[src/hw/rtl/emhq_pkg.sv]
// ----------------------------------------------------------------------------
// emhq_pkg: shared types and codes for the edge min-heap queue
// Controller states, command and status bundles, result status codes.
// ----------------------------------------------------------------------------
package emhq_pkg;

	localparam logic [1:0] ST_DONE  = 2'd0;
	localparam logic [1:0] ST_EMPTY = 2'd1;
	localparam logic [1:0] ST_FULL  = 2'd2;

	localparam logic OP_INSERT = 1'b0;
	localparam logic OP_REMOVE = 1'b1;

	typedef enum logic [2:0] {
		S_IDLE,
		S_UP_RD,
		S_UP_CMP,
		S_RM_RD,
		S_RM_TAKE,
		S_DN_RD,
		S_DN_CMP,
		S_EMIT
	} state_t;

	typedef struct packed {
		logic capture;
		logic place;
		logic rd_up;
		logic step_up;
		logic rd_rem;
		logic take;
		logic rd_dn;
		logic step_dn;
	} cmd_t;

	typedef struct packed {
		logic op;
		logic full;
		logic empty;
		logic up_top;
		logic up_stop;
		logic dn_leaf;
		logic dn_stop;
	} sts_t;

endpackage

[src/hw/rtl/emhq_ctrl.sv]
// ----------------------------------------------------------------------------
// emhq_ctrl: sequencer for the edge min-heap queue
// Walks insert sift-up and remove sift-down as read/compare pairs per level.
// ----------------------------------------------------------------------------
module emhq_ctrl (
	input  logic            clk,
	input  logic            arst_n,
	input  logic            start,
	input  emhq_pkg::sts_t  sts,
	output emhq_pkg::cmd_t  cmd,
	output logic            busy,
	output logic            done
);

	emhq_pkg::state_t state_q, state_d;

	always_ff @(posedge clk or negedge arst_n) begin
		if (!arst_n) begin
			state_q <= emhq_pkg::S_IDLE;
		end else begin
			state_q <= state_d;
		end
	end

	always_comb begin
		state_d = state_q;
		cmd     = '0;
		busy    = 1'b1;
		done    = 1'b0;
		unique case (state_q)
			emhq_pkg::S_IDLE: begin
				busy = 1'b0;
				if (start) begin
					cmd.capture = 1'b1;
					if (sts.op == emhq_pkg::OP_INSERT && !sts.full) begin
						state_d = emhq_pkg::S_UP_RD;
					end else if (sts.op == emhq_pkg::OP_REMOVE && !sts.empty) begin
						state_d = emhq_pkg::S_RM_RD;
					end else begin
						state_d = emhq_pkg::S_EMIT;
					end
				end
			end
			emhq_pkg::S_UP_RD: begin
				if (sts.up_top) begin
					cmd.place = 1'b1;
					state_d   = emhq_pkg::S_EMIT;
				end else begin
					cmd.rd_up = 1'b1;
					state_d   = emhq_pkg::S_UP_CMP;
				end
			end
			emhq_pkg::S_UP_CMP: begin
				cmd.step_up = 1'b1;
				state_d     = sts.up_stop ? emhq_pkg::S_EMIT : emhq_pkg::S_UP_RD;
			end
			emhq_pkg::S_RM_RD: begin
				cmd.rd_rem = 1'b1;
				state_d    = emhq_pkg::S_RM_TAKE;
			end
			emhq_pkg::S_RM_TAKE: begin
				cmd.take = 1'b1;
				state_d  = emhq_pkg::S_DN_RD;
			end
			emhq_pkg::S_DN_RD: begin
				if (sts.dn_leaf) begin
					cmd.place = 1'b1;
					state_d   = emhq_pkg::S_EMIT;
				end else begin
					cmd.rd_dn = 1'b1;
					state_d   = emhq_pkg::S_DN_CMP;
				end
			end
			emhq_pkg::S_DN_CMP: begin
				cmd.step_dn = 1'b1;
				state_d     = sts.dn_stop ? emhq_pkg::S_EMIT : emhq_pkg::S_DN_RD;
			end
			emhq_pkg::S_EMIT: begin
				done    = 1'b1;
				state_d = emhq_pkg::S_IDLE;
			end
			default: begin
				state_d = emhq_pkg::S_IDLE;
			end
		endcase
	end

endmodule

[src/hw/rtl/emhq_dpath.sv]
// ----------------------------------------------------------------------------
// emhq_dpath: heap memory, entry count and sift datapath
// The moving entry is held in a register; each level writes one slot.
// ----------------------------------------------------------------------------
module emhq_dpath #(
	parameter int CAPACITY    = 64,
	parameter int VERTEX_BITS = 8,
	parameter int KEY_BITS    = 16
) (
	input  logic                               clk,
	input  logic                               arst_n,
	input  emhq_pkg::cmd_t                     cmd,
	output emhq_pkg::sts_t                     sts,
	input  logic                               operation,
	input  logic [KEY_BITS-1:0]                edge_weight,
	input  logic [VERTEX_BITS-1:0]             edge_source,
	input  logic [VERTEX_BITS-1:0]             edge_target,
	output logic [1:0]                         status,
	output logic [KEY_BITS-1:0]                out_weight,
	output logic [VERTEX_BITS-1:0]             out_source,
	output logic [VERTEX_BITS-1:0]             out_target,
	output logic [$clog2(CAPACITY+1)-1:0]      fill_level
);

	localparam int CNT_W  = $clog2(CAPACITY + 1);
	localparam int ADDR_W = $clog2(CAPACITY);
	localparam int EW     = KEY_BITS + 2 * VERTEX_BITS;

	logic [EW-1:0]     mem [CAPACITY];
	logic [EW-1:0]     rd0_q, rd1_q, x_q;
	logic [CNT_W-1:0]  count_q, pos_q;
	logic [1:0]        status_q;
	logic [EW-1:0]     out_q;

	logic              we;
	logic [ADDR_W-1:0] wa, ra0, ra1;
	logic [EW-1:0]     wd;

	logic [CNT_W:0]    left_idx, right_idx, cnt_ext;
	logic [CNT_W-1:0]  parent_idx, pos_m1, cnt_m1, left_m1;
	logic              right_ok, pick_right;
	logic [EW-1:0]     child;
	logic [CNT_W:0]    child_idx;
	logic [KEY_BITS-1:0] x_key, k0, k1, child_key;

	assign x_key      = x_q[EW-1 -: KEY_BITS];
	assign k0         = rd0_q[EW-1 -: KEY_BITS];
	assign k1         = rd1_q[EW-1 -: KEY_BITS];
	assign cnt_ext    = {1'b0, count_q};
	assign left_idx   = {pos_q, 1'b0};
	assign right_idx  = left_idx + 1'b1;
	assign parent_idx = pos_q >> 1;
	assign pos_m1     = pos_q - 1'b1;
	assign cnt_m1     = count_q - 1'b1;
	assign left_m1    = left_idx[CNT_W-1:0] - 1'b1;
	assign right_ok   = right_idx <= cnt_ext;
	assign pick_right = right_ok && (k0 > k1);
	assign child      = pick_right ? rd1_q : rd0_q;
	assign child_idx  = pick_right ? right_idx : left_idx;
	assign child_key  = child[EW-1 -: KEY_BITS];

	assign sts.op      = operation;
	assign sts.full    = count_q == CNT_W'(CAPACITY);
	assign sts.empty   = count_q == '0;
	assign sts.up_top  = pos_q == CNT_W'(1);
	assign sts.up_stop = k0 < x_key;
	assign sts.dn_leaf = left_idx > cnt_ext;
	assign sts.dn_stop = x_key < child_key;

	// memory ports
	always_comb begin
		we  = cmd.place | cmd.step_up | cmd.step_dn;
		wa  = pos_m1[ADDR_W-1:0];
		wd  = x_q;
		if (cmd.step_up && !sts.up_stop) begin
			wd = rd0_q;
		end else if (cmd.step_dn && !sts.dn_stop) begin
			wd = child;
		end
		ra0 = '0;
		ra1 = '0;
		if (cmd.rd_up) begin
			ra0 = ADDR_W'(parent_idx - 1'b1);
		end else if (cmd.rd_rem) begin
			ra1 = cnt_m1[ADDR_W-1:0];
		end else if (cmd.rd_dn) begin
			ra0 = left_m1[ADDR_W-1:0];
			ra1 = left_idx[ADDR_W-1:0];
		end
	end

	always_ff @(posedge clk) begin
		if (we) begin
			mem[wa] <= wd;
		end
		rd0_q <= mem[ra0];
		rd1_q <= mem[ra1];
	end

	always_ff @(posedge clk or negedge arst_n) begin
		if (!arst_n) begin
			count_q <= '0;
			pos_q   <= '0;
		end else begin
			if (cmd.capture && operation == emhq_pkg::OP_INSERT && !sts.full) begin
				count_q <= count_q + 1'b1;
				pos_q   <= count_q + 1'b1;
			end else if (cmd.take) begin
				count_q <= cnt_m1;
				pos_q   <= CNT_W'(1);
			end else if (cmd.step_up && !sts.up_stop) begin
				pos_q <= parent_idx;
			end else if (cmd.step_dn && !sts.dn_stop) begin
				pos_q <= child_idx[CNT_W-1:0];
			end
		end
	end

	always_ff @(posedge clk) begin
		if (cmd.capture) begin
			x_q   <= {edge_weight, edge_source, edge_target};
			out_q <= '0;
			if (operation == emhq_pkg::OP_INSERT) begin
				status_q <= sts.full ? emhq_pkg::ST_FULL : emhq_pkg::ST_DONE;
			end else begin
				status_q <= sts.empty ? emhq_pkg::ST_EMPTY : emhq_pkg::ST_DONE;
			end
		end else if (cmd.take) begin
			out_q <= rd0_q;
			x_q   <= rd1_q;
		end
	end

	assign status     = status_q;
	assign out_weight = out_q[EW-1 -: KEY_BITS];
	assign out_source = out_q[2*VERTEX_BITS-1 -: VERTEX_BITS];
	assign out_target = out_q[VERTEX_BITS-1:0];
	assign fill_level = count_q;

endmodule

[src/hw/rtl/edge_min_heap_queue.sv]
// ----------------------------------------------------------------------------
// edge_min_heap_queue: binary min-heap priority queue of weighted edges
// Insert or remove-min per request; one result strobe per request.
// ----------------------------------------------------------------------------
// A request is taken when start is high and busy is low; its result appears
// on the result ports for exactly one cycle with done high, and cannot be
// held off. One request is in flight at a time. Every heap level that a walk
// compares (at most log2 of CAPACITY) costs a registered memory read and a
// compare-and-write step; a walk that stops on a compare writes the moving
// entry there and needs no final placement. A rejected request goes straight
// from acceptance to its result. The heap contents are not cleared at reset.
module edge_min_heap_queue #(
	parameter int CAPACITY    = 64,
	parameter int VERTEX_BITS = 8,
	parameter int KEY_BITS    = 16
) (
	input  logic                          clk,
	input  logic                          arst_n,
	input  logic                          start,
	output logic                          busy,
	input  logic                          operation,
	input  logic [KEY_BITS-1:0]           edge_weight,
	input  logic [VERTEX_BITS-1:0]        edge_source,
	input  logic [VERTEX_BITS-1:0]        edge_target,
	output logic                          done,
	output logic [1:0]                    status,
	output logic [KEY_BITS-1:0]           out_weight,
	output logic [VERTEX_BITS-1:0]        out_source,
	output logic [VERTEX_BITS-1:0]        out_target,
	output logic [$clog2(CAPACITY+1)-1:0] fill_level
);

	emhq_pkg::cmd_t cmd;
	emhq_pkg::sts_t sts;

	emhq_ctrl u_ctrl (
		.clk    (clk),
		.arst_n (arst_n),
		.start  (start),
		.sts    (sts),
		.cmd    (cmd),
		.busy   (busy),
		.done   (done)
	);

	emhq_dpath #(
		.CAPACITY    (CAPACITY),
		.VERTEX_BITS (VERTEX_BITS),
		.KEY_BITS    (KEY_BITS)
	) u_dpath (
		.clk         (clk),
		.arst_n      (arst_n),
		.cmd         (cmd),
		.sts         (sts),
		.operation   (operation),
		.edge_weight (edge_weight),
		.edge_source (edge_source),
		.edge_target (edge_target),
		.status      (status),
		.out_weight  (out_weight),
		.out_source  (out_source),
		.out_target  (out_target),
		.fill_level  (fill_level)
	);

`ifndef ASSERT_OFF
	a_done_busy: assert property (@(posedge clk) disable iff (!arst_n)
		done |-> busy)
		else $error("result strobe outside a request");

	a_accept_busy: assert property (@(posedge clk) disable iff (!arst_n)
		(start && !busy) |=> busy)
		else $error("accepted request did not raise busy");

	a_full_level: assert property (@(posedge clk) disable iff (!arst_n)
		(done && status == emhq_pkg::ST_FULL) |->
		(fill_level == ($clog2(CAPACITY+1))'(CAPACITY) && out_weight == '0))
		else $error("full insert reported wrong level");

	a_empty_level: assert property (@(posedge clk) disable iff (!arst_n)
		(done && status == emhq_pkg::ST_EMPTY) |-> (fill_level == '0 && out_weight == '0))
		else $error("empty remove reported wrong level");

	a_single_strobe: assert property (@(posedge clk) disable iff (!arst_n)
		done |=> !done)
		else $error("result strobe longer than one cycle");
`endif

endmodule
[config.mk]
export PLATFORM = sky130hd
export DESIGN_NAME = edge_min_heap_queue
export DESIGN_NICKNAME = d
export VERILOG_FILES = /design/src/hw/rtl/emhq_pkg.sv /design/src/hw/rtl/emhq_ctrl.sv /design/src/hw/rtl/emhq_dpath.sv /design/src/hw/rtl/edge_min_heap_queue.sv
export SDC_FILE = /design/constraint.sdc
export NUM_CORES = 2
export LEC_CHECK = 0
export CORE_MARGIN = 1.5
export CORE_UTILIZATION = 50
export CTS_CLUSTER_SIZE = 10
export DETAILED_ROUTE_END_ITERATION = 6
export DONT_BUFFER_PORTS = 1
export PLACE_DENSITY_LB_ADDON = 0.08
export SLEW_MARGIN = 15
export SYNTH_ARGS = -nofsm -noshare
export SYNTH_HDL_FRONTEND = slang
export SYNTH_SLANG_ARGS = --single-unit
[constraint.sdc]
create_clock -name clk -period 9.3 [get_ports clk]
set_clock_uncertainty 0.2 [all_clocks]
set_input_delay 1.86 -clock clk [delete_from_list [all_inputs] [get_ports clk]]
set_output_delay 1.86 -clock clk [all_outputs]
set_load 0.05 [all_outputs]
Yosys cells after proc, flatten, opt, wreduce, memory -nomap -nowiden --
Memory sizes are Yosys's and may differ from the RTL's. A register that Yosys moved wholly into a read port is not among the register bits. Cells that the tools add are included.
Word-level totals: flip-flop bits (word level) 83, bits in latches 0, RAM bits 2048, memory bits (read-only) 0, input bits 36, output and inout port bits 43, logic and storage cells 93, memories 1
Memories:
- u_dpath.mem | depth 64, width 32, rd ports 2, clocked after Yosys merged registers in 2, write ports 1, line emhq_dpath.sv:29 | logic [EW-1:0] mem [CAPACITY];
Cells by class: $add $sub $neg 6, multiply operators 0, divide/modulo/power cells 0, order comparisons 5, eq/ne operators 10, shifts and indexed selects 0, muxes and demuxes 46, bitwise logic cells 3, reductions and logical operators 16
Operators with widths (number):
- $mux W32 | 5
- $mux W7 | 7
- $mux W6 | 6
- $lt A16 B16 Y1 | 2
- $pmux W3 S8 | 1
- $mux W1 | 18
- $sub A6 B1 Y6 const B | 3
- $gt A16 B16 Y1 | 1
- $mux W3 | 5
- $eq A3 B3 Y1 const B | 4
- $add A8 B1 Y8 const B | 1
- $gt A8 B7 Y1 | 1
- $le A8 B7 Y1 | 1
- $add A7 B1 Y7 const B | 1
- $eq A7 B1 Y1 const B | 1
- $eq A7 B7 Y1 const B | 1
- $logic_and A1 B1 Y1 | 7
- $logic_not A7 Y1 | 1
- $sub A7 B1 Y7 const B | 1
- $eq A3 B2 Y1 const B | 2
- $mux W2 | 3
- $logic_not A1 Y1 | 4
- $reduce_bool A2 Y1 | 2
- $reduce_bool A4 Y1 | 1
- 6 further kinds | 7

Logic depth before layout (Yosys ltp) --
word-level depth 11, gate-level depth with buffers 23, gate-level depth less buffers 19

By module --
From an unflattened synthesis, not the netlist that was laid out.
Unflattened totals: cell total of the unflattened synthesis 11145, area, all modules 107710.8 um^2
By module, submodules not included:
- emhq_dpath | instances 1, cells each 11114, area each 107409.3 um^2, sequential area each 64792.1 um^2
- emhq_ctrl | instances 1, cells each 31, area each 301.5 um^2, sequential area each 75.1 um^2

Least setup slack after synthesis --
Ideal clock, no wire load.
path kind reg2reg, start register u_dpath.count_q[2], in the netlist u_dpath.fill_level[2], end memory u_dpath.mem[0][10] (netlist bit) (data pin), library setup time 569 ps, arrival time 6650 ps, data required time 8531 ps, slack 1881 ps, cell stages (with the launch flop) 22, buffers on the path 3, clock period less this slack 7419 ps, cell sequence dfrtp_1 -> clkbuf_1 -> inv_1 -> ha_1 -> nor2b_1 -> o21ai_0 -> a21oi_1 -> o21ai_0 -> nand3_1 -> clkbuf_1 -> a21oi_1 -> ha_1 -> a21o_1 -> a21o_1 -> a21o_1 -> a21o_1 -> a211oi_1 -> o21a_1 -> a21oi_1 -> a21oi_1 -> clkbuf_1 -> a2bb2oi_1
On the way: word-level cells in the longest chain between the ends 8
Ends and longest elaborated chain:
- start: declaration | line emhq_dpath.sv:31 | logic [CNT_W-1:0] count_q, pos_q;
- start signal: assignment | line emhq_dpath.sv:106 | count_q <= count_q + 1'b1;
- start signal: assignment | line emhq_dpath.sv:109 | count_q <= cnt_m1;
- $le A8 B7 Y1 * | line emhq_dpath.sv:56 | assign right_ok = right_idx <= cnt_ext;
- $logic_and A1 B1 Y1 * | line emhq_dpath.sv:57 | assign pick_right = right_ok && (k0 > k1);
- $mux W32 * | line emhq_dpath.sv:58 | assign child = pick_right ? rd1_q : rd0_q;
- $lt A16 B16 Y1 | line emhq_dpath.sv:68 | assign sts.dn_stop = x_key < child_key;
- $logic_not A1 Y1 | line emhq_dpath.sv:77 | end else if (cmd.step_dn && !sts.dn_stop) begin
- $logic_and A1 B1 Y1 | line emhq_dpath.sv:77
- $mux W32 * | line emhq_dpath.sv:77
- $mux W32 * | line emhq_dpath.sv:75 | if (cmd.step_up && !sts.up_stop) begin
- net u_dpath.wd[10] | line emhq_dpath.sv:37 | logic [EW-1:0] wd;
- end: declaration | line emhq_dpath.sv:29
Mark *: on every way through the listed nets, which the timed path passes. The rest lies on a longest branch.

Worst setup path after layout --
start register u_dpath.count_q[6], in the netlist u_dpath.fill_level[6], end memory u_dpath.mem[32][7] (netlist bit) (data pin)
Same word-level chain as after synthesis.

==> results.sh <==
export IMPL_run_status="finished with violations"
export IMPL_violations="DRC"
export IMPL_antenna_found_initial=46
export IMPL_yosys_area_share_adder_pct=0.714
export IMPL_finalCritPeriodShare_pct=84.9
export IMPL_clockBufferDepth=4
export IMPL_grt_pass1_vias=75342
export IMPL_yosys_register_bits=2195
export IMPL_final_cell_mix="edfxtp_1, nand2_1, nand3_1"
export IMPL_worstSkewPairLatency_ns=0.95
export IMPL_grt_max_degree=137
export IMPL_cp_arrival_ns=8.46
export IMPL_totalWireLength_um=450000
export IMPL_cts_root_buf="clkbuf_16"
export IMPL_final_nets=8385
export IMPL_synth_top_family_by_area="simple AND/OR/NAND/NOR gates"
export IMPL_placement_rows=168
export IMPL_rsz0062_at_grt="no"
export IMPL_synth_compound_area_share_pct=8.78
export IMPL_fin_tns_setup_ns=0
export IMPL_yosysTopAreaCell="edfxtp_1"
export IMPL_syn_avg_cell_area_um2=12.5
export IMPL_final_util_pct=55.8
export IMPL_cts_resized=0
export IMPL_rrSetupSlack_ns=1.40
export IMPL_hold_buffers=0
export IMPL_reg2reg_from="u_dpath.fill_level[6]$_DFFE_PN0P_"
export IMPL_yosysTopAreaCellShare_pct=59.5
export IMPL_yosysWarnings=0
export IMPL_synth_edf_count=2082
export IMPL_instances_no_fill=11244
export IMPL_fmax_mhz=127
export IMPL_synthMuxAreaShare_pct=12.3
export IMPL_min_path_cells=2
export IMPL_placement_io_buffers=0
export IMPL_htree_levels=5
export IMPL_ys_seq_area_share_pct=61.7
export IMPL_synthSimpleGateAreaFrac_pct=13.1
export IMPL_p_per_area_mw_per_mm2=391
export IMPL_worstHoldStart="u_dpath.rd0_q[5]$_DFF_P_"
export IMPL_yosys_most_used_dff="edfxtp_1"
export IMPL_drive_gt1_share_pct=13.3
export IMPL_cts_buffers=275
export IMPL_cts_tree="yes"
export IMPL_cp_start_kind="register"
export IMPL_dieHeight_um=462
export IMPL_antenna_left=0
export IMPL_required_ns=9.86
export IMPL_cts_sinks=2195
export IMPL_dr_pass1_iters=7
export IMPL_async_flop_share_pct=0.774
export IMPL_gp_congestion=0.959
export IMPL_syn_to_final_growth_pct=11.1
export IMPL_synth_cell_types=83
export IMPL_grt_pass1_wl_um=611000
export IMPL_path_max_fanout=33
export IMPL_hold_violations=0
export IMPL_grt_overflow=0
export IMPL_power_leakage_uw=0.0414
export IMPL_holdWs_ns=0.383
export IMPL_drc=5
export IMPL_period_minus_slack_ns=7.90
export IMPL_final_common_cell="edfxtp_1"
export IMPL_report_power_total_uw=45600
export IMPL_crit_type="register to register"
export IMPL_place_inst=10816
export IMPL_vias=81708
export IMPL_wire_per_inst_um=40.0
export IMPL_grt_usage_pct=41.7
export IMPL_initial_core_util_pct=50.2
export IMPL_cap_violations=0
export IMPL_clk_pin_slew_worst_paths_ns=0.06
export IMPL_slew_violations=0
export IMPL_die_width_um=462
export IMPL_vdd_drop_max_mv=0.460
export IMPL_synth_net_count=8508
export IMPL_r2r_end="u_dpath.mem[32][7]$_DFFE_PP_"
export IMPL_tightestPinTransition_ns=1.40
export IMPL_worstSetupEndpointType="register"
export IMPL_rr_worst_depth=20
export IMPL_synthTopCellsByArea="edfxtp_1, mux4_2, nand2_1"
export IMPL_whs_endpoint="u_dpath.out_q[5]$_SDFFE_PP0P_"
export IMPL_drt_iter0_drc=14889
export IMPL_syn_cell_area_mm2=0.105
export IMPL_syn_inst=8412
export IMPL_dp_hpwl_um=253000
export IMPL_setup_viol=0
export IMPL_cts_setup_buffers=0
export IMPL_vias_per_cell=7.27
export IMPL_synthXorXnorAreaFrac_pct=0.200
export IMPL_crit_path_start="u_dpath.fill_level[6]$_DFFE_PN0P_"
export IMPL_hold_path_class="register to register"
export IMPL_slew_headroom_pct=6.58
export IMPL_core_area_mm2=0.209
export IMPL_dieArea_mm2=0.213
export IMPL_ioPinCount=79
cell type report:
| cell class | count | area [um^2] |
|---|---|---|
| Tap cell | 2805 | 3510 |
| Inverter | 63 | 236 |
| Sequential cell | 2195 | 64900 |
| Antenna cell | 25 | 62.6 |
| Fill cell | 16980 | 92600 |
| Clock buffer | 390 | 7480 |
| Clock inverter | 12 | 98.8 |
| Timing Repair Buffer | 263 | 2440 |
| Multi-Input combinational cell | 5491 | 38100 |
per-layer routing:
| layer | GRT usage [%] | wire (um) | up-vias |
|---|---|---|---|
| met1 | 56.1 | 162000 | 40974 |
| met3 | 15.3 | 72600 | 1511 |
| met5 | 0 | 184 | - |
| li1 | - | - | 31924 |
| met2 | 58.3 | 186000 | 7269 |
| met4 | 23.5 | 29300 | 30 |
worst max path at each step:
stage	endpoint	cells past startpoint	slack (ns)
after floorplan	u_dpath.mem[0][10]$_DFFE_PP_	21	1.88
after global placement	u_dpath.mem[34][7]$_DFFE_PP_	21	1.74
after detailed placement	u_dpath.mem[32][7]$_DFFE_PP_	20	1.71
after CTS	u_dpath.mem[11][7]$_DFFE_PP_	20	1.69
after global routing	u_dpath.mem[10][7]$_DFFE_PP_	21	1.16
final	u_dpath.mem[32][7]$_DFFE_PP_	20	1.40
cell families (layout without fill, tap and decap cells):
family                   count (synthesis)  after routing
flip-flops                            2195           2195
adder cells (fa/ha/maj)                 60             60
buffers and inverters                  726            728
other                                    0             25
XOR/XNOR                                24             24
AO/OA/AOI/OAI                         1337           1337
AND/OR/NAND/NOR                       3236           3236
multiplexers                           834            834
state kept, by name, indices dropped and copies added, names as in the netlist:
signal and cells:
u_ctrl.state_q 3, u_dpath.fill_level 7, u_dpath.mem 2048, u_dpath.out_q 32, u_dpath.pos_q 7, u_dpath.rd0_q 32, u_dpath.rd1_q 32, u_dpath.status 2
u_dpath.x_q 32
metrics by stage:
stage	setup WS, ns	cell area [um^2]
finish	1.40	117000
global route	1.16	117000
CTS	1.69	117000
detailed placement	1.71	109000
global placement	1.74	109000
floorplan	1.88	105000
Yosys cell counts, types with 18 or more instances:
cell,instances
nand4_1,40
nand2_1,2059
dfxtp_1,96
ha_1,60
a311oi_1,61
o22ai_1,58
o21ai_0,168
nor2_1,157
a21oi_1,288
mux4_2,363
o211ai_1,26
a31oi_1,227
mux2i_1,436
and3_1,110
o221ai_1,180
nor3_1,51
clkbuf_1,237
xnor2_1,18
nand3_1,741
a211o_1,22
a221oi_1,19
edfxtp_1,2082
a22oi_1,40
a22o_1,48
buf_4,53
a32oi_1,46
buf_2,259
a21o_1,21
a2bb2oi_1,22
nor4_1,19
inv_1,63
mux2_2,35
buf_1,104
critical path: stages (launching register included):
cell and delay [ns]:
dfrtp_1 0.67, inv_1 0.23, ha_1 0.43, a211oi_2 0.38, nand2_1 0.11, o21ai_0 0.95
nand3_1 0.26, buf_4 0.31, a21oi_1 0.23, ha_1 0.28, a21o_1 0.17, a21o_1 0.17
a21o_1 0.18, a21o_1 0.17, a211oi_1 0.24, o21a_1 0.32, a21oi_4 0.11, a21oi_4 0.70
buf_4 0.51, a2bb2oi_4 0.76, buf_12 0.27
power by group:
group	internal, uW	switching [uW]	leakage (uW)
Clock	5540	4020	0.00367
Sequential	14300	924	0.0198
Combinational	5520	15300	0.0180
Total	25400	20200	0.0414
Note: power is estimated with default switching activity, not from simulation.
